<file path="src/rtl/moving_average_level_meter_assert.svh">
// Assertion macros for the level meter.
`ifndef MOVING_AVERAGE_LEVEL_METER_ASSERT_SVH
`define MOVING_AVERAGE_LEVEL_METER_ASSERT_SVH

// Check that cond implies prop in the same cycle.
`define MAVLM_ASSERT_SAME(label, clk, rst, cond, prop, msg) \
   label: assert property (@(posedge clk) disable iff (rst) (cond) |-> (prop)) \
      else $error(msg);

// Check that cond implies prop in the following cycle.
`define MAVLM_ASSERT_NEXT(label, clk, rst, cond, prop, msg) \
   label: assert property (@(posedge clk) disable iff (rst) (cond) |=> (prop)) \
      else $error(msg);

`endif

</file>
<file path="src/rtl/mavlm_pkg.sv">
package mavlm_pkg;

   localparam int CFG_BITS       = 10;
   localparam int AVG_BITS       = 10;
   localparam int FLAG_BITS      = 5;
   localparam int CSR_INDEX_BITS = 8;

   // Register indexes on the configuration port
   localparam logic [CSR_INDEX_BITS-1:0] CSR_THRESHOLD_ONE   = 8'd0;
   localparam logic [CSR_INDEX_BITS-1:0] CSR_THRESHOLD_TWO   = 8'd1;
   localparam logic [CSR_INDEX_BITS-1:0] CSR_THRESHOLD_THREE = 8'd2;
   localparam logic [CSR_INDEX_BITS-1:0] CSR_THRESHOLD_FOUR  = 8'd3;

   localparam logic [CFG_BITS-1:0] THRESHOLD_ONE_RESET   = 10'd200;
   localparam logic [CFG_BITS-1:0] THRESHOLD_TWO_RESET   = 10'd400;
   localparam logic [CFG_BITS-1:0] THRESHOLD_THREE_RESET = 10'd600;
   localparam logic [CFG_BITS-1:0] THRESHOLD_FOUR_RESET  = 10'd800;

   typedef struct packed {
      logic [CFG_BITS-1:0] one;
      logic [CFG_BITS-1:0] two;
      logic [CFG_BITS-1:0] three;
      logic [CFG_BITS-1:0] four;
   } thresholds_type;

endpackage

</file>
<file path="src/rtl/mavlm_cell.sv">
module mavlm_cell #(
   parameter int SAMPLE_BITS = 10
) (
   input  logic                   clock,
   input  logic                   reset,
   input  logic                   shift,
   input  logic [SAMPLE_BITS-1:0] data_in,
   output logic [SAMPLE_BITS-1:0] data_out
);

   logic [SAMPLE_BITS-1:0] sample_ff;
   logic [SAMPLE_BITS-1:0] sample_in;

   // take the neighbour's sample on a shift, hold otherwise
   assign sample_in = shift ? data_in : sample_ff;

   always_ff @(posedge clock) begin
      if (reset) begin
         sample_ff <= '0;
      end else begin
         sample_ff <= sample_in;
      end
   end

   assign data_out = sample_ff;

endmodule

</file>
<file path="src/rtl/mavlm_levels.sv">
module mavlm_levels #(
   parameter int VALUE_BITS = 10
) (
   input  logic [VALUE_BITS-1:0]          value,
   input  mavlm_pkg::thresholds_type      thresholds,
   output logic [mavlm_pkg::FLAG_BITS-1:0] flags
);

   logic [VALUE_BITS-1:0] t1;
   logic [VALUE_BITS-1:0] t2;
   logic [VALUE_BITS-1:0] t3;
   logic [VALUE_BITS-1:0] t4;

   assign t1 = VALUE_BITS'(thresholds.one);
   assign t2 = VALUE_BITS'(thresholds.two);
   assign t3 = VALUE_BITS'(thresholds.three);
   assign t4 = VALUE_BITS'(thresholds.four);

   // inclusive bounds: a value on a threshold lights both neighbouring bands
   always_comb begin
      flags[0] = (value <= t1);
      flags[1] = (value >= t1) && (value <= t2);
      flags[2] = (value >= t2) && (value <= t3);
      flags[3] = (value >= t3) && (value <= t4);
      flags[4] = (value >= t4);
   end

endmodule

</file>
<file path="src/rtl/moving_average_level_meter.sv">
// Moving-average level meter.
// Sample beats enter on req_valid/req_ready with req_sample; each accepted
// beat produces exactly one result beat on rsp_valid/rsp_ready carrying
// rsp_average (window sum over WINDOW_LENGTH, truncated) and rsp_level_flags
// (one bit per band of the bar graph, bounds inclusive).
// Thresholds are written on the csr_ channel: index 0 to 3 select threshold
// one to four, other indexes are dropped; csr_ready is always high. Write
// them only while no beat is in flight.
// Throughput: one beat per cycle while rsp_ready keeps the output moving, set
// by the running-sum update beside the shift chain of sample cells.
// A beat passes three registered stages from req accept to rsp_valid (sum
// update, reciprocal multiply, compare and output register).
// Reset clears the sample cells, the running sum and every valid bit at once
// and restores the threshold defaults 200, 400, 600, 800; no clearing pass,
// req_ready is high in the first cycle after reset.
// When the receiver stalls the result holds in the output register, the
// beats behind it close up, and req_ready drops once all three stages are
// full.
module moving_average_level_meter #(
   parameter int WINDOW_LENGTH = 16,
   parameter int SAMPLE_BITS   = 10
) (
   input  logic                                 clock,
   input  logic                                 reset,
   input  logic                                 req_valid,
   output logic                                 req_ready,
   input  logic [SAMPLE_BITS-1:0]               req_sample,
   output logic                                 rsp_valid,
   input  logic                                 rsp_ready,
   output logic [mavlm_pkg::AVG_BITS-1:0]       rsp_average,
   output logic [mavlm_pkg::FLAG_BITS-1:0]      rsp_level_flags,
   input  logic                                 csr_valid,
   output logic                                 csr_ready,
   input  logic [mavlm_pkg::CSR_INDEX_BITS-1:0] csr_index,
   input  logic [mavlm_pkg::CFG_BITS-1:0]       csr_data
);

`include "moving_average_level_meter_assert.svh"

   // Sum width covers a full window of maximum samples
   localparam int WIN_LOG  = $clog2(WINDOW_LENGTH);
   localparam int SUM_W    = SAMPLE_BITS + WIN_LOG;
   // Exact division by the window: multiply by ceil(2^SHIFT / WINDOW_LENGTH)
   localparam int SHIFT    = SUM_W + WIN_LOG;
   localparam int RECIP_W  = SUM_W + 2;
   localparam longint unsigned RECIP_VAL =
      ((64'd1 << SHIFT) + 64'(WINDOW_LENGTH) - 64'd1) / 64'(WINDOW_LENGTH);
   localparam logic [RECIP_W-1:0] RECIP = RECIP_W'(RECIP_VAL);
   localparam int PROD_W   = SUM_W + RECIP_W;
   localparam int CMP_W    = (SAMPLE_BITS > mavlm_pkg::CFG_BITS) ?
                             SAMPLE_BITS : mavlm_pkg::CFG_BITS;
   localparam logic [SUM_W-1:0] SUM_MAX =
      SUM_W'(WINDOW_LENGTH * ((1 << SAMPLE_BITS) - 1));

   // ---------------- configuration ----------------
   mavlm_pkg::thresholds_type thresholds_ff;
   mavlm_pkg::thresholds_type thresholds_in;

   assign csr_ready = 1'b1;

   always_comb begin
      thresholds_in = thresholds_ff;
      if (csr_valid) begin
         case (csr_index)
            mavlm_pkg::CSR_THRESHOLD_ONE:   thresholds_in.one   = csr_data;
            mavlm_pkg::CSR_THRESHOLD_TWO:   thresholds_in.two   = csr_data;
            mavlm_pkg::CSR_THRESHOLD_THREE: thresholds_in.three = csr_data;
            mavlm_pkg::CSR_THRESHOLD_FOUR:  thresholds_in.four  = csr_data;
            default:                        thresholds_in = thresholds_ff;
         endcase
      end
   end

   always_ff @(posedge clock) begin
      if (reset) begin
         thresholds_ff.one   <= mavlm_pkg::THRESHOLD_ONE_RESET;
         thresholds_ff.two   <= mavlm_pkg::THRESHOLD_TWO_RESET;
         thresholds_ff.three <= mavlm_pkg::THRESHOLD_THREE_RESET;
         thresholds_ff.four  <= mavlm_pkg::THRESHOLD_FOUR_RESET;
      end else begin
         thresholds_ff <= thresholds_in;
      end
   end

   // ---------------- pipeline flow control ----------------
   // Each stage advances when the one after it is empty or advancing, so
   // bubbles close up behind a stalled output register.
   logic s1_valid_ff, s1_valid_in;
   logic s2_valid_ff, s2_valid_in;
   logic rsp_valid_ff, rsp_valid_in;
   logic adv1, adv2, adv3;
   logic accept;

   assign adv3      = !rsp_valid_ff || rsp_ready;
   assign adv2      = !s2_valid_ff || adv3;
   assign adv1      = !s1_valid_ff || adv2;
   assign req_ready = adv1;
   assign accept    = req_valid && adv1;

   assign s1_valid_in  = adv1 ? req_valid   : s1_valid_ff;
   assign s2_valid_in  = adv2 ? s1_valid_ff : s2_valid_ff;
   assign rsp_valid_in = adv3 ? s2_valid_ff : rsp_valid_ff;

   always_ff @(posedge clock) begin
      if (reset) begin
         s1_valid_ff  <= 1'b0;
         s2_valid_ff  <= 1'b0;
         rsp_valid_ff <= 1'b0;
      end else begin
         s1_valid_ff  <= s1_valid_in;
         s2_valid_ff  <= s2_valid_in;
         rsp_valid_ff <= rsp_valid_in;
      end
   end

   // ---------------- stage 1: window chain and running sum ----------------
   // The chain shifts once per accepted beat; the last cell holds the sample
   // that drops out of the window (zero until the window has filled).
   logic [SAMPLE_BITS-1:0] tap [WINDOW_LENGTH];

   for (genvar i = 0; i < WINDOW_LENGTH; i++) begin : g_cell
      if (i == 0) begin : g_head
         mavlm_cell #(
            .SAMPLE_BITS (SAMPLE_BITS)
         ) u_cell (
            .clock    (clock),
            .reset    (reset),
            .shift    (accept),
            .data_in  (req_sample),
            .data_out (tap[i])
         );
      end else begin : g_body
         mavlm_cell #(
            .SAMPLE_BITS (SAMPLE_BITS)
         ) u_cell (
            .clock    (clock),
            .reset    (reset),
            .shift    (accept),
            .data_in  (tap[i-1]),
            .data_out (tap[i])
         );
      end
   end

   logic [SUM_W-1:0] window_sum_ff;
   logic [SUM_W-1:0] window_sum_in;

   // add the newcomer, subtract the oldest; the sum always matches the cells
   assign window_sum_in = accept ?
      (window_sum_ff + SUM_W'(req_sample) - SUM_W'(tap[WINDOW_LENGTH-1])) :
      window_sum_ff;

   always_ff @(posedge clock) begin
      if (reset) begin
         window_sum_ff <= '0;
      end else begin
         window_sum_ff <= window_sum_in;
      end
   end

   // ---------------- stage 2: reciprocal multiply ----------------
   logic [PROD_W-1:0] prod_ff;
   logic [PROD_W-1:0] prod_in;

   assign prod_in = adv2 ? (PROD_W'(window_sum_ff) * PROD_W'(RECIP)) : prod_ff;

   always_ff @(posedge clock) begin
      prod_ff <= prod_in;
   end

   // ---------------- stage 3: band compare and output register ----------------
   logic [CMP_W-1:0]                  avg_wide;
   logic [mavlm_pkg::FLAG_BITS-1:0]   flags;
   logic [mavlm_pkg::AVG_BITS-1:0]    average_ff, average_in;
   logic [mavlm_pkg::FLAG_BITS-1:0]   flags_ff, flags_in;

   assign avg_wide = CMP_W'(prod_ff >> SHIFT);

   mavlm_levels #(
      .VALUE_BITS (CMP_W)
   ) u_levels (
      .value      (avg_wide),
      .thresholds (thresholds_ff),
      .flags      (flags)
   );

   assign average_in = adv3 ? mavlm_pkg::AVG_BITS'(avg_wide) : average_ff;
   assign flags_in   = adv3 ? flags : flags_ff;

   always_ff @(posedge clock) begin
      average_ff <= average_in;
      flags_ff   <= flags_in;
   end

   assign rsp_valid       = rsp_valid_ff;
   assign rsp_average     = average_ff;
   assign rsp_level_flags = flags_ff;

   // ---------------- assertions ----------------
   `MAVLM_ASSERT_SAME(a_ready_only_when_full, clock, reset,
      !req_ready, s1_valid_ff && s2_valid_ff && rsp_valid_ff,
      "req_ready low with a free pipeline stage")
   `MAVLM_ASSERT_NEXT(a_accept_fills_stage1, clock, reset,
      req_valid && req_ready, s1_valid_ff,
      "accepted beat lost before stage two")
   `MAVLM_ASSERT_NEXT(a_stage2_holds, clock, reset,
      s2_valid_ff && rsp_valid_ff && !rsp_ready,
      s2_valid_ff && $stable(prod_ff),
      "stage two changed behind a stalled output")
   `MAVLM_ASSERT_SAME(a_sum_bounded, clock, reset,
      1'b1, window_sum_ff <= SUM_MAX,
      "running sum beyond a full window of maximum samples")

endmodule
</file>
<file path="config.mk">
export PLATFORM = sky130hd
export DESIGN_NAME = moving_average_level_meter
export DESIGN_NICKNAME = d
export VERILOG_FILES = /design/src/rtl/mavlm_pkg.sv /design/src/rtl/mavlm_cell.sv /design/src/rtl/mavlm_levels.sv /design/src/rtl/moving_average_level_meter.sv
export VERILOG_INCLUDE_DIRS = /design/src /design/src/rtl
export SDC_FILE = /design/constraint.sdc
export NUM_CORES = 1
export LEC_CHECK = 0
export ABC_CLOCK_PERIOD_IN_PS = 3130
export BUFFER_PORTS_ARGS = -buffer_cell sky130_fd_sc_hd__buf_4
export CAP_MARGIN = 20
export CORE_AREA = 10 10 141 143
export DETAILED_ROUTE_END_ITERATION = 7
export DIE_AREA = 0 0 151 153
export HOLD_SLACK_MARGIN = 0.06
export PLACE_DENSITY_LB_ADDON = 0.3
export SYNTH_ARGS = -nofsm -noshare
export SYNTH_HDL_FRONTEND = slang
export SYNTH_SLANG_ARGS = --single-unit
</file>
<file path="constraint.sdc">
create_clock -name clock -period 3.13 [get_ports clock]
set_input_delay 0.626 -clock clock [delete_from_list [all_inputs] [get_ports clock]]
set_output_delay 0.626 -clock clock [all_outputs]
set_load 0.02 [all_outputs]
</file>
# Word-level counts from Yosys, hierarchy flattened

Index checks and enable logic that the tools add are counted.

Register bits: 246
Input port bits: 33
Output and inout bits: 18
Logic and storage cells: 55

Add/subtract/negate cells: 2
Order comparisons: 8
Equal/unequal tests: 3
Reductions and logical operators: 15

Operators by type and width:

| kind                 | number |
|---|---|
| $ge A10 B10 Y1       | 4 |
| $le A10 B10 Y1       | 4 |
| $eq A8 B2 Y1 const B | 2 |
| $add A14 B10 Y14     | 1 |
| $sub A14 B10 Y14     | 1 |
| $eq A8 B1 Y1 const B | 1 |
| $logic_not A8 Y1     | 1 |
| $reduce_and A2 Y1    | 4 |
| $logic_and A1 B1 Y1  | 4 |
| $logic_not A1 Y1     | 3 |
| $logic_or A1 B1 Y1   | 3 |

# Logic depth before layout (Yosys ltp)

Depth in word-level cells: 5
Depth in mapped cells: 12
Mapped depth without buffers: 12

# Cells and area by module

From an unflattened synthesis, not the netlist that was laid out.

Cell total of the unflattened synthesis: 1042
Area total of the unflattened synthesis: 10461.3 sq um

By module, submodules not included:

| module                     | instances | cells each | area each (sq um) | seq. area each (sq um) |
|---|---|---|---|---|
| mavlm_cell                 | 16        | 32         | 352.8             | 200.2 |
| moving_average_level_meter | 1         | 373        | 3738.6            | 1891.8 |
| mavlm_levels               | 1         | 157        | 1077.3            | 0.0 |

# Worst setup path before layout

No wires, ideal clock.

Kind: input to register
Start: input port req_sample[7]
End: register window_sum_ff[13]
Setup time: 121 ps
Arrival time: 2678 ps
Data required time: 3009 ps
Setup slack: 331 ps
Stages on the path: 9
Buffers on the path: 0
Path through: inv_1 -> fa_1 -> inv_1 -> ha_1 -> nand3_1 -> or3_1 -> o21a_1 -> mux2i_1 -> mux2_2

Word-level cells in the longest chain between the ends: 2

RTL lines:

| item                 | line                              | source |
|---|---|---|
| from (decl)          | moving_average_level_meter.sv:27  | `input logic [SAMPLE_BITS-1:0] req_sample,` |
| $add A14 B10 Y14     | moving_average_level_meter.sv:150 | `(window_sum_ff + SUM_W'(req_sample) - SUM_W'(tap[WINDOW_LENGTH-1])) :` |
| $sub A14 B10 Y14     | moving_average_level_meter.sv:150 |  |
| to (signal assigned) | moving_average_level_meter.sv:157 | `window_sum_ff <= window_sum_in;` |
| to (decl)            | moving_average_level_meter.sv:145 | `logic [SUM_W-1:0] window_sum_ff;` |

Every way passes these cells.
A chain may end at the register's enable or synchronous reset.

# Worst setup path after layout

Start: register window_sum_ff[8]
End: register window_sum_ff[13]

Word-level cells in the longest chain between the ends: 2

RTL lines:

| item             | line |
|---|---|
| $add A14 B10 Y14 | moving_average_level_meter.sv:150 |
| $sub A14 B10 Y14 | moving_average_level_meter.sv:150 |

Every way passes these cells.

==> impl_results.md <==
* Slowest Stage Delay on Critical Path at 0.50 ns
* Worst skew pair latency at 0.52 ns
* Cell Int Power at 5.920 mW
* Drt drc at 0
* EDFF count, synth at 25
* Reg clk slew, reported paths at 0.06 ns
* Synth Register Bits at 242
* Share of cells above drive strength 1 at 0.09629
* ANT cells at 0
* Cts repair resizes at 0
* Setup total negative slack at 0 ns
* IO Port Bufs at 49
* Vias in the first global route at 7160
* Clk_skew at 0.01248 ns
* Cell taking the most area after synthesis: dfxtp_1
* Syn Area/Cell at 8.359 um2
* Switching power share of the total at 0.2808
* Slowest-stage cell, CP: fa_1
* WP data arrival at 3.14 ns
* Most frequent cells in the layout: 391 x nand2_1, 217 x dfxtp_1, 203 x a21oi_1, 88 x inv_1, 60 x buf_4
* CTS Hold Bufs at 0
* ANT nets after route at 0
* Synth Cell Area at 0.01020 mm2
* Hold Path Origin: req_sample[3]
* Warning count from the yosys run at 0
* Worst path most repeated cell: inv_1
* Rel. slew slack at 0.5706
* Startpoint Class: flop
* Setup Buffers After CTS at 0
* DR WL/cell at 13.43 um
* Vias at 7947
* Worst hold endpoint: g_cell[0].g_head.u_cell.data_out[3]
* Slew Viols, Final at 0
* Filler cells at 1363
* Top_reg_cell synth: dfxtp_1
* Clk root buf: clkbuf_16
* Nets at 1345
* Initial core utilization at 0.5979
* WL final at 20030 um
* Initial DRC count at 502
* Max-cap violations at 0
* Fin. Hold Viols at 0
* Die Ht at 153 um
* Least-Margin Pin Slew at 0.6434 ns
* Critical path type: reg2reg
* Pin count of the biggest net entering global routing at 86
* Fin crit share at 0.8724
* I/O pins at 51
* Synth unique cells at 51
* Initial antenna violation count at 0
* All-Layer GR Usage at 0.1688
* Layout Utilization at 0.6852
* Worst R2R Start: window_sum_ff[8]
* Clock Tree Buf Depth at 3
* Clock sink total at 242
* Die X at 151 um
* CP Cell Sequence: inv_1 -> fa_1 -> inv_1 -> ha_1 -> nand3_1 -> or3_1 -> o21a_1 -> mux2i_1 -> mux2_2
* Vias per cell at 5.326
* Dpl ws at 0.04006 ns
* Leakage at 4.528 nW
* Worst-case vdd ir drop at 0.5247 mV
* Reg-to-Reg End: window_sum_ff[13]
* RePlAce Congestion at 0.8611
* Sw power at 2.311 mW
* GRT Residual Overflow at 0
* Adder-cell share of the synthesized area at 0.08588
* Total power at 8.231 mW
* CTS tree: done
* Register area share after synthesis at 0.4996
* Yosys top cell area share at 0.4260
* Status: finished, final reports clean
* Asr flop ratio synth at 0
* Die area at 0.02310 mm2
* Reg power frac at 0.430
* First-pass GRT wire length at 33750 um
* Detailed placer's ending HPWL at 13310 um
* Most common cell after layout, fill and taps aside: nand2_1
* Largest family of logic cells by synthesized area: simple AND/OR/NAND/NOR gates
* Min-Delay Path Class: in2reg
* Top cells by area, synth: dfxtp_1 43%, nand2_1 14%, a21oi_1 10%, edfxtp_1 7.4%, ha_1 6.6%
* # setup viols final at 0
* Max FO, Critical Path at 5
* Worst setup margin at 0.3993 ns
* Logic pwr share at 0.201
* Synth Instances at 1220
* Power per cell area at 704.4 mW/mm2
* Area Growth Syn to Fin at 14.59%
* Synth Area in XOR/XNOR at 0.005153
* Core Box Area at 0.01706 mm2
* H-tree depth at 1
* Router iterations before antenna repair at 5
* Post-synthesis compound-gate area fraction at 0.1454
* Worst Reg-to-Reg Cells at 9
* Clock share of power at 0.370
* Rows at 48
* Post-synthesis simple-gate area fraction at 0.1870
* Post-synthesis mux area share at 0.01583
* TritonCTS buffer count at 25
* Final min period at 2.731 ns
* Min-Delay Path Depth at 3
* Max Fclk at 0.3662 GHz
* R2r setup slk at 0.40 ns
* Req. time, crit path at 3.54 ns
* Setup crit end kind: flop
* Syn_nets at 1317
* RSZ-0062 raised after global routing: false
-- routing by layer --
metal,vias to the layer above,global-route usage,wire [um]
li1,4059,-,-
met1,3703,0.2331,9289
met2,160,0.2683,9400
met3,25,0.02952,981
met4,0,0.03943,361
met5,-,0,0
-- cell families (layout without fill, tap and decap cells) --
kind of cell             count (synthesis)  after routing
flip-flops                             242            242
AO/OA/AOI/OAI                          268            268
XOR/XNOR                                 6              6
AND/OR/NAND/NOR                        467            467
buffers and inverters                  156            203
multiplexers                            16             16
adder cells (fa/ha/maj)                 64             64
other                                    1              1
-- layout make-up --
type                            instances  area, um2  share of cell area
Multi-Input combinational cell        822       4506              0.3855
Inverter                               89      334.1             0.02859
Timing Repair Buffer                   68      601.8             0.05150
Sequential cell                       242       5095              0.4360
Clock inverter                         10      111.4            0.009529
Clock buffer                           36      757.0             0.06478
Tap cell                              225      281.5             0.02409
-- sequential cells by signal (all words and copies together) (netlist names) --
register / cells
s1_valid_ff: 1
g_cell.g_body.u_cell.data_out: 150
window_sum_ff: 14
g_cell.g_head.u_cell.data_out: 10
rsp_average: 10
rsp_level_flags: 5
prod_ff: 10
s2_valid_ff: 1
rsp_valid: 1
thresholds_ff: 40
-- how the worst max path moves through the flow --
stage | from | endpoint | slack (ns) | depth (start not counted)
3_3_place_gp | req_sample[1] | window_sum_ff[10] | 0.12 | 10
3_5_place_dp | req_sample[1] | window_sum_ff[10] | 0.04 | 10
2_1_floorplan | req_sample[7] | window_sum_ff[13] | 0.33 | 9
4_1_cts | window_sum_ff[7] | window_sum_ff[13] | 0.41 | 9
5_1_grt | window_sum_ff[8] | window_sum_ff[13] | 0.23 | 9
6_report | window_sum_ff[8] | window_sum_ff[13] | 0.40 | 9
-- critical path, delay by kind of cell, from the launching register on --
| family | cells | cell delay [ns] |
|---|---|---|
| mux | 2 | 0.50 |
| simple gates | 2 | 0.57 |
| buf+inv | 2 | 0.12 |
| compound gates | 1 | 0.20 |
| flops | 1 | 0.37 |
| fa+ha+maj | 2 | 0.87 |
-- stage by stage --
| step | instances | hold slack (ns) | area (um2) |
|---|---|---|---|
| after floorplan | 1220 | 0.4082 | 10200 |
| after global placement | 1446 | 0.4136 | 10820 |
| after detailed placement | 1446 | 0.4282 | 10820 |
| after CTS | 1492 | 0.3387 | 11690 |
| after global routing | 1492 | 0.3557 | 11690 |
| final | 1492 | 0.3552 | 11690 |
-- cell usage after synthesis (2+ instances only) --
cell type and number:
nand2b_1 2, a22oi_1 2, edfxtp_1 25, o21ai_0 8, o21a_1 5, o21bai_1 2, o31ai_1 4, nor4b_1 2
clkbuf_1 46, nor3_1 4, or3_1 3, a21o_1 14, buf_1 5, a21oi_1 203, buf_2 13, a31oi_1 3
dfxtp_1 217, a211oi_1 3, mux2i_1 15, nand3_1 10, buf_6 2, o211ai_1 18, nand2_1 392, or4_1 2
inv_1 88, ha_1 54, xnor2_1 5, nand4_1 8, nor2_1 26, fa_1 10, nor2b_1 8, o22ai_1 2
-- power groups by stage --
stage	Sequential, mW	Clock (mW)	Combinational, mW
after floorplan	3.61	0	1.10
after global placement	3.60	0	1.58
after detailed placement	3.60	0	1.63
after CTS	3.54	3.10	1.65
after global routing	3.56	3.23	1.85
final	3.54	3.04	1.65
No activity file was read; power rests on OpenSTA's default activity.
